==> src/rtl/core/indexed_list_table_unit_assert.svh <==
// ---------------------------------------------------------------------------
// Assertion macros for the indexed list table unit
// Implication checks, each clocked on the rising edge and muted during reset.
// ---------------------------------------------------------------------------
`ifndef INDEXED_LIST_TABLE_UNIT_ASSERT_SVH
`define INDEXED_LIST_TABLE_UNIT_ASSERT_SVH

// same-cycle implication
`define ILT_ASSERT_IMP(label, ck, rs, ante, cons, msg) \
  label: assert property (@(posedge ck) disable iff (rs) (ante) |-> (cons)) \
    else $error(msg);

// next-cycle implication
`define ILT_ASSERT_NXT(label, ck, rs, ante, cons, msg) \
  label: assert property (@(posedge ck) disable iff (rs) (ante) |=> (cons)) \
    else $error(msg);

`endif

==> src/rtl/core/ilt_pkg.sv <==
// ---------------------------------------------------------------------------
// ilt_pkg
// Shared types and constants for the indexed list table unit: request and
// status codes, controller states and the controller/datapath interface.
// ---------------------------------------------------------------------------
`default_nettype none

package ilt_pkg;

  localparam int REQ_W  = 3;
  localparam int POS_W  = 7;
  localparam int WORD_W = 32;
  localparam int STAT_W = 2;

  localparam logic [POS_W-1:0] NO_POS = '1;

  typedef enum logic [REQ_W-1:0] {
    REQ_INSERT = 3'd0,
    REQ_REMOVE = 3'd1,
    REQ_FIND   = 3'd2,
    REQ_READ   = 3'd3,
    REQ_WRITE  = 3'd4,
    REQ_PUSH   = 3'd5,
    REQ_POP    = 3'd6,
    REQ_NOP    = 3'd7
  } req_t;

  typedef enum logic [STAT_W-1:0] {
    ST_OK    = 2'd0,
    ST_RANGE = 2'd1,
    ST_EMPTY = 2'd2,
    ST_FULL  = 2'd3
  } status_t;

  typedef enum logic [3:0] {
    S_IDLE,
    S_DECODE,
    S_SHUP_CHK,
    S_SHUP_WR,
    S_SHDN_CHK,
    S_SHDN_WR,
    S_FIND_CHK,
    S_FIND_CMP,
    S_READ_WAIT,
    S_DONE
  } state_t;

  typedef enum logic [2:0] {
    IDX_HOLD,
    IDX_LOAD_POS,
    IDX_LOAD_CNT,
    IDX_LOAD_ZERO,
    IDX_INC,
    IDX_DEC
  } idx_op_t;

  typedef enum logic [2:0] {
    RD_IDX,
    RD_IDX_M1,
    RD_IDX_P1,
    RD_POS,
    RD_CNT_M1
  } rd_sel_t;

  typedef enum logic [1:0] {
    WR_IDX_RDATA,
    WR_POS_WORD,
    WR_CNT_WORD
  } wr_sel_t;

  typedef enum logic [1:0] {
    CNT_HOLD,
    CNT_INC,
    CNT_DEC
  } cnt_op_t;

  typedef enum logic [1:0] {
    RES_NONE,
    RES_INIT,
    RES_WORD,
    RES_FOUND
  } res_op_t;

  typedef struct packed {
    logic    load;
    idx_op_t idx_op;
    logic    rd_en;
    rd_sel_t rd_sel;
    logic    wr_en;
    wr_sel_t wr_sel;
    cnt_op_t cnt_op;
    res_op_t res_op;
    logic    out_load;
  } ilt_cmd_t;

  typedef struct packed {
    req_t    req;
    status_t err;
    logic    idx_at_pos;
    logic    idx_last;
    logic    idx_end;
    logic    match;
    logic    out_free;
  } ilt_sts_t;

endpackage

`default_nettype wire

==> src/rtl/core/indexed_list_table_unit.sv <==
// ---------------------------------------------------------------------------
// indexed_list_table_unit
// Bounded ordered list of signed 32-bit words with insert, remove, find,
// read, write, push and pop requests, one result word per request.
// ---------------------------------------------------------------------------
// Usage:
//   Input channel in_valid/in_stall carries req_type, position, word_in.
//   Output channel out_valid/out_stall carries status, word_out, found_at
//   and count_now. A word moves when valid is high and stall is low.
//   One request is in flight at a time; the next is taken once the result
//   has entered the output register, which may still be waiting.
//   After acceptance each request is decoded and range-checked. Write,
//   push, errors and req 7 then pass to the output register, while read
//   and pop first read the word memory. Insert moves the words from
//   position to count - 1 up one place, starting at the top; remove moves
//   the words after position down one place; find reads and compares
//   entries from index 0 until a match or the end of the list.
//   The word memory has a single port: each shifted word is one read
//   then one write, each searched word one read then one compare.
//   Reset empties the list; stored words are left as they are.
//   A stalled result is held; the block finishes its current request and
//   then waits with in_stall high until the output register frees.
// ---------------------------------------------------------------------------
`default_nettype none

module indexed_list_table_unit #(
  parameter int CAPACITY = 64
) (
  input  logic                       clk,
  input  logic                       rst,
  input  logic                       in_valid,
  output logic                       in_stall,
  input  logic [ilt_pkg::REQ_W-1:0]  req_type,
  input  logic [ilt_pkg::POS_W-1:0]  position,
  input  logic [ilt_pkg::WORD_W-1:0] word_in,
  output logic                       out_valid,
  input  logic                       out_stall,
  output logic [ilt_pkg::STAT_W-1:0] status,
  output logic [ilt_pkg::WORD_W-1:0] word_out,
  output logic [ilt_pkg::POS_W-1:0]  found_at,
  output logic [ilt_pkg::POS_W-1:0]  count_now
);
  import ilt_pkg::*;

  ilt_cmd_t cmd;
  ilt_sts_t sts;

  ilt_ctrl u_ctrl (
    .clk      (clk),
    .rst      (rst),
    .in_valid (in_valid),
    .in_stall (in_stall),
    .sts      (sts),
    .cmd      (cmd)
  );

  ilt_dp #(
    .CAPACITY (CAPACITY)
  ) u_dp (
    .clk       (clk),
    .rst       (rst),
    .cmd       (cmd),
    .sts       (sts),
    .req_type  (req_type),
    .position  (position),
    .word_in   (word_in),
    .out_valid (out_valid),
    .out_stall (out_stall),
    .status    (status),
    .word_out  (word_out),
    .found_at  (found_at),
    .count_now (count_now)
  );

`include "indexed_list_table_unit_assert.svh"

  `ILT_ASSERT_NXT(a_busy_after_accept, clk, rst, in_valid && !in_stall, in_stall,
    "request accepted but unit not busy next cycle")
  `ILT_ASSERT_IMP(a_err_word_zero, clk, rst, out_valid && (status != ST_OK),
    word_out == '0, "error result carries a non-zero word")
  `ILT_ASSERT_IMP(a_err_no_pos, clk, rst, out_valid && (status != ST_OK),
    found_at == NO_POS, "error result carries a found position")
  `ILT_ASSERT_IMP(a_port_single, clk, rst, cmd.wr_en, !cmd.rd_en,
    "memory read and write issued together")

endmodule

`default_nettype wire

==> src/rtl/core/ilt_ctrl.sv <==
// ---------------------------------------------------------------------------
// ilt_ctrl
// Sequencer for the list table: decodes each request and steps the datapath
// through shifts, searches and memory reads.
// ---------------------------------------------------------------------------
`default_nettype none

module ilt_ctrl (
  input  logic             clk,
  input  logic             rst,
  input  logic             in_valid,
  output logic             in_stall,
  input  ilt_pkg::ilt_sts_t sts,
  output ilt_pkg::ilt_cmd_t cmd
);
  import ilt_pkg::*;

  state_t state, state_next;

  always_ff @(posedge clk) begin
    if (rst) begin
      state <= S_IDLE;
    end else begin
      state <= state_next;
    end
  end

  always_comb begin
    state_next = state;
    case (state)
      S_IDLE: begin
        if (in_valid) begin
          state_next = S_DECODE;
        end
      end
      S_DECODE: begin
        if (sts.err != ST_OK) begin
          state_next = S_DONE;
        end else begin
          case (sts.req)
            REQ_INSERT: state_next = S_SHUP_CHK;
            REQ_REMOVE: state_next = S_SHDN_CHK;
            REQ_FIND:   state_next = S_FIND_CHK;
            REQ_READ:   state_next = S_READ_WAIT;
            REQ_POP:    state_next = S_READ_WAIT;
            default:    state_next = S_DONE;
          endcase
        end
      end
      S_SHUP_CHK:  state_next = sts.idx_at_pos ? S_DONE : S_SHUP_WR;
      S_SHUP_WR:   state_next = S_SHUP_CHK;
      S_SHDN_CHK:  state_next = sts.idx_last ? S_DONE : S_SHDN_WR;
      S_SHDN_WR:   state_next = S_SHDN_CHK;
      S_FIND_CHK:  state_next = sts.idx_end ? S_DONE : S_FIND_CMP;
      S_FIND_CMP:  state_next = sts.match ? S_DONE : S_FIND_CHK;
      S_READ_WAIT: state_next = S_DONE;
      S_DONE: begin
        if (sts.out_free) begin
          state_next = S_IDLE;
        end
      end
      default: state_next = S_IDLE;
    endcase
  end

  always_comb begin
    in_stall     = rst || (state != S_IDLE);
    cmd          = '0;
    cmd.idx_op   = IDX_HOLD;
    cmd.rd_sel   = RD_IDX;
    cmd.wr_sel   = WR_IDX_RDATA;
    cmd.cnt_op   = CNT_HOLD;
    cmd.res_op   = RES_NONE;
    case (state)
      S_IDLE: begin
        cmd.load = in_valid;
      end
      S_DECODE: begin
        cmd.res_op = RES_INIT;
        if (sts.err == ST_OK) begin
          case (sts.req)
            REQ_INSERT: cmd.idx_op = IDX_LOAD_CNT;
            REQ_REMOVE: cmd.idx_op = IDX_LOAD_POS;
            REQ_FIND:   cmd.idx_op = IDX_LOAD_ZERO;
            REQ_READ: begin
              cmd.rd_en  = 1'b1;
              cmd.rd_sel = RD_POS;
            end
            REQ_WRITE: begin
              cmd.wr_en  = 1'b1;
              cmd.wr_sel = WR_POS_WORD;
            end
            REQ_PUSH: begin
              cmd.wr_en  = 1'b1;
              cmd.wr_sel = WR_CNT_WORD;
              cmd.cnt_op = CNT_INC;
            end
            REQ_POP: begin
              cmd.rd_en  = 1'b1;
              cmd.rd_sel = RD_CNT_M1;
              cmd.cnt_op = CNT_DEC;
            end
            default: cmd.idx_op = IDX_HOLD;
          endcase
        end
      end
      S_SHUP_CHK: begin
        if (sts.idx_at_pos) begin
          // gap is open: drop the new word in
          cmd.wr_en  = 1'b1;
          cmd.wr_sel = WR_POS_WORD;
          cmd.cnt_op = CNT_INC;
        end else begin
          cmd.rd_en  = 1'b1;
          cmd.rd_sel = RD_IDX_M1;
        end
      end
      S_SHUP_WR: begin
        cmd.wr_en  = 1'b1;
        cmd.wr_sel = WR_IDX_RDATA;
        cmd.idx_op = IDX_DEC;
      end
      S_SHDN_CHK: begin
        if (sts.idx_last) begin
          cmd.cnt_op = CNT_DEC;
        end else begin
          cmd.rd_en  = 1'b1;
          cmd.rd_sel = RD_IDX_P1;
        end
      end
      S_SHDN_WR: begin
        cmd.wr_en  = 1'b1;
        cmd.wr_sel = WR_IDX_RDATA;
        cmd.idx_op = IDX_INC;
      end
      S_FIND_CHK: begin
        if (!sts.idx_end) begin
          cmd.rd_en  = 1'b1;
          cmd.rd_sel = RD_IDX;
        end
      end
      S_FIND_CMP: begin
        if (sts.match) begin
          cmd.res_op = RES_FOUND;
        end else begin
          cmd.idx_op = IDX_INC;
        end
      end
      S_READ_WAIT: begin
        cmd.res_op = RES_WORD;
      end
      S_DONE: begin
        cmd.out_load = sts.out_free;
      end
      default: cmd.load = 1'b0;
    endcase
  end

endmodule

`default_nettype wire

==> src/rtl/core/ilt_dp.sv <==
// ---------------------------------------------------------------------------
// ilt_dp
// Datapath for the list table: word memory, fill count, walking index,
// range checks, result registers and the output register.
// ---------------------------------------------------------------------------
`default_nettype none

module ilt_dp #(
  parameter int CAPACITY = 64
) (
  input  logic                         clk,
  input  logic                         rst,
  input  ilt_pkg::ilt_cmd_t            cmd,
  output ilt_pkg::ilt_sts_t            sts,
  input  logic [ilt_pkg::REQ_W-1:0]    req_type,
  input  logic [ilt_pkg::POS_W-1:0]    position,
  input  logic [ilt_pkg::WORD_W-1:0]   word_in,
  output logic                         out_valid,
  input  logic                         out_stall,
  output logic [ilt_pkg::STAT_W-1:0]   status,
  output logic [ilt_pkg::WORD_W-1:0]   word_out,
  output logic [ilt_pkg::POS_W-1:0]    found_at,
  output logic [ilt_pkg::POS_W-1:0]    count_now
);
  import ilt_pkg::*;

  localparam int CW = $clog2(CAPACITY + 1);
  localparam int AW = $clog2(CAPACITY);
  localparam int XW = (CW > POS_W) ? CW : POS_W;

  logic [WORD_W-1:0] mem [CAPACITY];
  logic [WORD_W-1:0] rd_data;

  req_t              req_q;
  logic [POS_W-1:0]  pos_q;
  logic [WORD_W-1:0] word_q;

  logic [CW-1:0] count, count_next;
  logic [CW-1:0] idx, idx_next;
  logic [CW-1:0] pos_c, rd_addr, wr_addr;
  logic [WORD_W-1:0] wr_data;
  logic [XW-1:0] pos_x, cnt_x, idx_x;
  logic          full;

  status_t           err, res_status;
  logic [WORD_W-1:0] res_word;
  logic [POS_W-1:0]  res_found;

  assign pos_x = XW'(pos_q);
  assign cnt_x = XW'(count);
  assign idx_x = XW'(idx);
  assign pos_c = pos_x[CW-1:0];
  assign full  = (count == CW'(CAPACITY));

  always_comb begin
    err = ST_OK;
    case (req_q)
      REQ_INSERT: begin
        if (pos_x > cnt_x) begin
          err = ST_RANGE;
        end else if (full) begin
          err = ST_FULL;
        end
      end
      REQ_REMOVE, REQ_READ, REQ_WRITE: begin
        if (pos_x >= cnt_x) begin
          err = ST_RANGE;
        end
      end
      REQ_PUSH: begin
        if (full) begin
          err = ST_FULL;
        end
      end
      REQ_POP: begin
        if (count == '0) begin
          err = ST_EMPTY;
        end
      end
      default: err = ST_OK;
    endcase
  end

  always_comb begin
    sts.req        = req_q;
    sts.err        = err;
    sts.idx_at_pos = (idx_x == pos_x);
    sts.idx_last   = (({1'b0, idx_x} + (XW + 1)'(1)) >= {1'b0, cnt_x});
    sts.idx_end    = (idx_x >= cnt_x);
    sts.match      = (rd_data == word_q);
    sts.out_free   = !out_valid || !out_stall;
  end

  always_comb begin
    case (cmd.rd_sel)
      RD_IDX:    rd_addr = idx;
      RD_IDX_M1: rd_addr = idx - CW'(1);
      RD_IDX_P1: rd_addr = idx + CW'(1);
      RD_POS:    rd_addr = pos_c;
      RD_CNT_M1: rd_addr = count - CW'(1);
      default:   rd_addr = idx;
    endcase
  end

  always_comb begin
    case (cmd.wr_sel)
      WR_IDX_RDATA: begin
        wr_addr = idx;
        wr_data = rd_data;
      end
      WR_POS_WORD: begin
        wr_addr = pos_c;
        wr_data = word_q;
      end
      WR_CNT_WORD: begin
        wr_addr = count;
        wr_data = word_q;
      end
      default: begin
        wr_addr = idx;
        wr_data = rd_data;
      end
    endcase
  end

  always_ff @(posedge clk) begin
    if (cmd.wr_en) begin
      mem[wr_addr[AW-1:0]] <= wr_data;
    end
    if (cmd.rd_en) begin
      rd_data <= mem[rd_addr[AW-1:0]];
    end
  end

  always_comb begin
    case (cmd.idx_op)
      IDX_HOLD:      idx_next = idx;
      IDX_LOAD_POS:  idx_next = pos_c;
      IDX_LOAD_CNT:  idx_next = count;
      IDX_LOAD_ZERO: idx_next = '0;
      IDX_INC:       idx_next = idx + CW'(1);
      IDX_DEC:       idx_next = idx - CW'(1);
      default:       idx_next = idx;
    endcase
  end

  always_comb begin
    case (cmd.cnt_op)
      CNT_HOLD: count_next = count;
      CNT_INC:  count_next = count + CW'(1);
      CNT_DEC:  count_next = count - CW'(1);
      default:  count_next = count;
    endcase
  end

  always_ff @(posedge clk) begin
    if (rst) begin
      count <= '0;
    end else begin
      count <= count_next;
    end
  end

  always_ff @(posedge clk) begin
    idx <= idx_next;
    if (cmd.load) begin
      req_q  <= req_t'(req_type);
      pos_q  <= position;
      word_q <= word_in;
    end
    case (cmd.res_op)
      RES_INIT: begin
        res_status <= err;
        res_word   <= '0;
        res_found  <= NO_POS;
      end
      RES_WORD:  res_word  <= rd_data;
      RES_FOUND: res_found <= idx_x[POS_W-1:0];
      default:   res_word  <= res_word;
    endcase
  end

  // output register: hold the word until the receiver takes it
  always_ff @(posedge clk) begin
    if (rst) begin
      out_valid <= 1'b0;
    end else if (cmd.out_load) begin
      out_valid <= 1'b1;
    end else if (!out_stall) begin
      out_valid <= 1'b0;
    end
  end

  always_ff @(posedge clk) begin
    if (cmd.out_load) begin
      status    <= res_status;
      word_out  <= res_word;
      found_at  <= res_found;
      count_now <= cnt_x[POS_W-1:0];
    end
  end

endmodule

`default_nettype wire
==> config.mk <==
export PLATFORM = sky130hd
export DESIGN_NAME = indexed_list_table_unit
export DESIGN_NICKNAME = d
export VERILOG_FILES = /design/src/rtl/core/ilt_pkg.sv /design/src/rtl/core/indexed_list_table_unit.sv /design/src/rtl/core/ilt_ctrl.sv /design/src/rtl/core/ilt_dp.sv
export VERILOG_INCLUDE_DIRS = /design/src /design/src/rtl/core
export SDC_FILE = /design/constraint.sdc
export NUM_CORES = 2
export LEC_CHECK = 0
export CORE_ASPECT_RATIO = 2
export CORE_MARGIN = 4
export CORE_UTILIZATION = 42
export DETAILED_ROUTE_END_ITERATION = 10
export DONT_BUFFER_PORTS = 1
export PLACE_DENSITY = 0.57
export SYNTH_ARGS = -nofsm -noshare
export SYNTH_HDL_FRONTEND = slang
export SYNTH_HIERARCHICAL = 1
export SYNTH_SLANG_ARGS = --single-unit
export TNS_END_PERCENT = 1
==> constraint.sdc <==
create_clock -name clk -period 20.9 [get_ports clk]
set_input_delay 4.18 -clock clk [delete_from_list [all_inputs] [get_ports clk]]
set_output_delay 4.18 -clock clk [all_outputs]
set_load 0.03 [all_outputs]
Yosys cells after proc, flatten, opt, wreduce, memory -nomap -nowiden

Memories as Yosys holds them, arrays and structs flattened. A register that Yosys moved wholly into a read port is not among the register bits.
Cells that the tools add are included.

Register bits after elaboration: 150
Bits in latches: 0
RAM bits: 2,048
Bits in read-only memories: 0
Word-level logic and storage cells: 124
Memories kept: 1

Add/subtract/negate cells: 5
$mul: 0
Divide/modulo/power cells: 0
Order comparisons: 4
Equality and inequality tests: 37
Shift-type cells: 0
Mux-type cells: 44
Bitwise logic cells: 0
Reduce and logical (&&, ||, !) cells: 19

Memories:

| name     | words | bits a word | read ports | clocked after memory_dff | write ports | line         | source |
|---|---|---|---|---|---|---|---|
| u_dp.mem | 64    | 32          | 1          | 1                        | 1           | ilt_dp.sv:31 | `logic [WORD_W-1:0] mem [CAPACITY];` |

Operators with widths:

| kind                  | count |
|---|---|
| $pmux W32 S2          | 1 |
| $mux W4               | 10 |
| $pmux W4 S10          | 1 |
| $pmux W7 S5           | 1 |
| $eq A32 B32 Y1        | 1 |
| $mux W32              | 1 |
| $pmux W4 S4           | 2 |
| $pmux W7 S2           | 2 |
| $pmux W6 S4           | 1 |
| $eq A3 B2 Y1 const B  | 6 |
| $eq A3 B3 Y1 const B  | 6 |
| $pmux W2 S3           | 3 |
| $eq A4 B3 Y1 const B  | 4 |
| $add A7 B1 Y7 const B | 2 |
| $ge A7 B7 Y1          | 2 |
| $sub A7 B1 Y7 const B | 2 |
| $mux W12              | 1 |
| $pmux W3 S4           | 1 |
| $pmux W6 S2           | 1 |
| $mux W2               | 5 |
| $eq A3 B1 Y1 const B  | 3 |
| $pmux W3 S3           | 1 |
| $add A7 B1 Y8 const B | 1 |
| $eq A2 B2 Y1 const B  | 4 |
| 29 further kinds      | 47 |

Longest topological paths before layout

Word-level depth: 10
Mapped depth: 28
Depth with buffers taken out: 22

Modules after synthesis

The synthesis kept the hierarchy.

Modules (own cells, without submodules):

| module   | instances | cells each | area each (µm²) |
|---|---|---|---|
| ilt_dp   | 1         | 5,378      | 90,439.2 |
| ilt_ctrl | 1         | 84         | 576.8 |

Least setup slack after synthesis

No wires, ideal clock.

Path kind: input to register
Start: in out_stall
End: reg u_dp/count_now[0] (netlist name) (enable)
Setup time: 0.593 ns
Arrival time: 9.323 ns
Slack: 10.984 ns
Stages on the path: 2
Buffers on the path: 0
Cell sequence: nand2_1 nor4b_1

RTL lines:

| element              | line                          | source |
|---|---|---|
| from (decl)          | indexed_list_table_unit.sv:37 | `input logic out_stall,` |
| to (signal assigned) | ilt_dp.sv:199                 | `count_now <= cnt_x[POS_W-1:0];` |
| to (decl)            | ilt_dp.sv:23                  | `output logic [ilt_pkg::POS_W-1:0] count_now` |

==> impl_metrics.tcl <==
set metrics [dict create \
    syn-num-nets 5540 \
    max-vdd-ir-drop_mv 0.0955 \
    ys_types 81 \
    multi_input_area_um2 22500 \
    synth_warnings 6 \
    clock_skew_ns 0.0483 \
    synth-main-ff-cell "edfxtp_1" \
    routed_wl_um 278000 \
    vias_per_cell 6.13 \
    reg2reg_from "u_dp/cnt_x[1]$_SDFFE_PP0P_" \
    area_growth_pct 10.4 \
    grt_pass1_vias 51100 \
    p_int_mw 7.94 \
    crit_slowest_cell "buf_4" \
    synth_area_um2 91000 \
    initial_core_util_pct 42.2 \
    slew_headroom_pct 9.86 \
    r2r.worst_path.cells 27 \
    h-tree-depth 4 \
    criticalPathCategory "flop to flop" \
    cp_top_family "buffers and inverters" \
    cts_sinks 2230 \
    hp-class "flop to flop" \
    drtPass1Iterations 6 \
    final_cell_area_um2 100000 \
    min_to "u_dp/word_out[17]$_DFFE_PP_" \
    status "finished clean" \
    drc 0 \
    post_cts_buffers 0 \
    holdBufCountCts 0 \
    path_buf_inv 7 \
    wire_per_inst_um 33.1 \
    r2r_slack_ns 11.41 \
    rsz0062_at_grt "false" \
    dr_total_vias 51500 \
    synth_top_cells_by_area "edfxtp_1 73%, mux2i_1 7.2%, mux4_2 3.6%" \
    hpwlAfterDp_um 163000 \
    layout-drive-gt1-share_pct 12.9 \
    track_usage_pct 24.3 \
    clk_path_buf_depth 4 \
    p_clk_share_pct 29.3 \
    hp-start "u_dp/res_word[17]$_SDFFCE_PP0P_" \
    p_switching_mw 3.59 \
    maxSlewViolCount 0 \
    ys_seq_elements 2230 \
    cts-root-buf "clkbuf_16" \
    worstReg2RegEnd "u_dp/rd_data[30]$_DFFE_PP_" \
    path_clk_slew_ns 0.08 \
    synthCells 5462 \
    port_buffers 0 \
    num-fill-cells 18100 \
    dieHeight_um 666 \
    hold_viol 0 \
    hold_ws_ns 0.411 \
    p_seq_share_pct 46.2 \
    dpl-instance-area_um2 94800 \
    cellLeakagePower_nw 33.0 \
    final.setup.tns_ns 0 \
    cts_tree "yes" \
    synthArstFlopShare_pct 0 \
    rows 241 \
    detail-route-antenna-nets 0 \
    finalCriticalPeriod_ns 9.49 \
    netSwitchingFraction_pct 31.2 \
    cp_common_cell "buf_4" \
    first_iter_violations 5188 \
    synth_top_area_share_pct 73.2 \
    grt_max_degree 143 \
    cp.required_ns 21.47 \
    setup_viol 0 \
    antenna_found_initial 10 \
    power_density_nw_per_um2 115 \
    boundaryPins 96 \
    combPwrFrac_pct 24.4 \
    gp_congestion 0.868 \
    core_area_um2 216000 \
    syn_avg_cell_area_um2 16.7 \
    die_w_um 337 \
    critPathMaxFanout 141 \
    cp-start-kind "flop" \
    cp_slowest_stage_delay_ns 0.86 \
    clock_latency_ns 0.85 \
    fin_nets 5535 \
    grt-ovfl-total 0 \
    yosysTopAreaCell "edfxtp_1" \
    cts-buffers-inserted 188 \
    worstMarginPinSlew_ns 1.34 \
    regArea_um2 66800 \
    worstHoldPathCells 0 \
    arrival_ns 10.06 \
    drv_cap 0 \
    timing.fmax_mhz 105 \
    fin_util_pct 46.6 \
    die_area_um2 225000 \
    ys_seq_area_share_pct 73.4 \
    synth-edff-count 2218 \
    timing.final.crit_share_pct 45.4 \
    post_cts_resized 0 \
    worstSetupEndpointType "flop" \
    grt_pass1_wl_um 389000 \
]
==> power groups by stage <==
stage / sequential (mW) / clock [mW] / combinational (mW)
final: 5.33 / 3.38 / 2.82
after global routing: 5.33 / 3.61 / 2.96
after global placement: 5.42 / 0 / 2.79
after CTS: 5.33 / 3.45 / 2.82
after floorplan: 5.36 / 0 / 1.83
after detailed placement: 5.42 / 0 / 2.81
==> how the worst max path moves through the flow <==
stage / slack, ns / startpoint / depth (start not counted) / endpoint
floorplan: 10.98 / out_stall / 2 / u_dp/count_now[0]$_DFFE_PP_
global placement: 11.33 / u_dp/cnt_x[1]$_SDFFE_PP0P_ / 27 / u_dp/rd_data[30]$_DFFE_PP_
detailed placement: 11.46 / u_dp/cnt_x[1]$_SDFFE_PP0P_ / 27 / u_dp/rd_data[30]$_DFFE_PP_
CTS: 11.45 / u_dp/cnt_x[1]$_SDFFE_PP0P_ / 27 / u_dp/rd_data[30]$_DFFE_PP_
global route: 10.81 / u_dp/cnt_x[1]$_SDFFE_PP0P_ / 27 / u_dp/rd_data[30]$_DFFE_PP_
finish: 11.41 / u_dp/cnt_x[1]$_SDFFE_PP0P_ / 27 / u_dp/rd_data[30]$_DFFE_PP_
==> cell usage after synthesis, types with 40 or more instances <==
cell and count:
mux2_2 49, mux2i_1 656, nand3_1 200, clkbuf_1 183, a2111oi_0 220, a311oi_1 111
o211ai_1 81, a22oi_1 40, xor2_1 45, inv_1 142, nor2_1 117, buf_2 106
edfxtp_1 2218, mux4_2 144, buf_4 55, nand2_1 580
==> sequential cells by signal, indices dropped and copies added, names as in the netlist, 32 cells and up <==
name           count
u_dp/mem        2048
u_dp/res_word     32
u_dp/rd_data      32
u_dp/word_q       32
u_dp/word_out     32
==> layout by cell type, fill, tap and decap left out, types with 12 or more instances in the layout <==
| master | count |
|---|---|
| edfxtp_1 | 2218 |
| mux2i_1 | 656 |
| nand2_1 | 578 |
| a2111oi_0 | 220 |
| nand3_1 | 200 |
| clkbuf_16 | 190 |
| buf_4 | 167 |
| mux4_2 | 144 |
| inv_1 | 142 |
| a311oi_1 | 111 |
| o211ai_1 | 81 |
| nor2_4 | 65 |
| nor2_1 | 50 |
| mux2_2 | 49 |
| clkbuf_1 | 46 |
| xor2_1 | 45 |
| a22oi_1 | 40 |
| clkinv_1 | 38 |
| a211o_1 | 37 |
| and2_1 | 35 |
| a21oi_1 | 35 |
| o22ai_1 | 31 |
| ha_1 | 31 |
| a31oi_1 | 29 |
| clkinv_2 | 25 |
| a22o_1 | 23 |
| a221oi_1 | 22 |
| o21ai_0 | 21 |
| nand4_1 | 21 |
| nand2b_1 | 16 |
| xnor2_1 | 16 |
| bufinv_16 | 12 |
| nor2b_1 | 12 |
| dfxtp_1 | 12 |
| and4_1 | 12 |
==> worst reg2reg max path, delay by kind of cell (launching register included) <==
kind / cells / cell delay [ns]
buffers and inverters: 7 / 4.07
AO/OA/AOI/OAI: 9 / 1.98
AND/OR/NAND/NOR: 7 / 1.69
multiplexers: 3 / 0.66
flip-flops: 1 / 0.51
adder cells (fa/ha/maj): 1 / 0.33
==> final cells by class <==
| cell class | count | share of cell area (%) |
|---|---|---|
| clock inverter | 90 | 0.755 |
| clock buffer | 236 | 4.90 |
| timing repair buffer | 175 | 1.41 |
| multi-input combinational | 2719 | 22.4 |
| sequential | 2230 | 66.5 |
| tap | 2794 | 3.48 |
| inverter | 143 | 0.534 |
| antenna | 9 | 0.0224 |
==> metrics by stage <==
stage	worst slack (ns)	power [mW]	instances
final	11.41	11.5	8396
after CTS	11.45	11.6	8387
after detailed placement	11.46	8.23	8061
after floorplan	10.98	7.18	5462
after global placement	11.33	8.21	8061
after global routing	10.81	11.9	8392
==> kinds of logic (layout without fill, tap and decap cells) <==
family                     count (synthesis)  after routing  share of synthesized area, %
DFF                                     2230           2230                          73.4
muxes                                    849            849                          11.4
and+or+nand+nor                         1058           1058                          5.19
AOI/OAI and AO/OA                        719            719                          6.38
xor gates and xnor gates                  61             61                         0.587
adders and majority gates                 32             32                         0.440
other                                      0              9                             0
buffers and inverters                    513            644                          2.58
==> routing by layer <==
metal / GRT usage (%) / share of wire [%] / vias to the layer above / wire length, µm
met2: 43.1 / 52 / 2162 / 144000
met5: 0 / 0.014 / - / 40
met1: 28.4 / 35 / 27000 / 98500
met3: 3.56 / 6.6 / 613 / 18200
met4: 13.1 / 6.3 / 6 / 17400
li1: - / - / 21600 / -
Power figures use the tool's default switching activity.
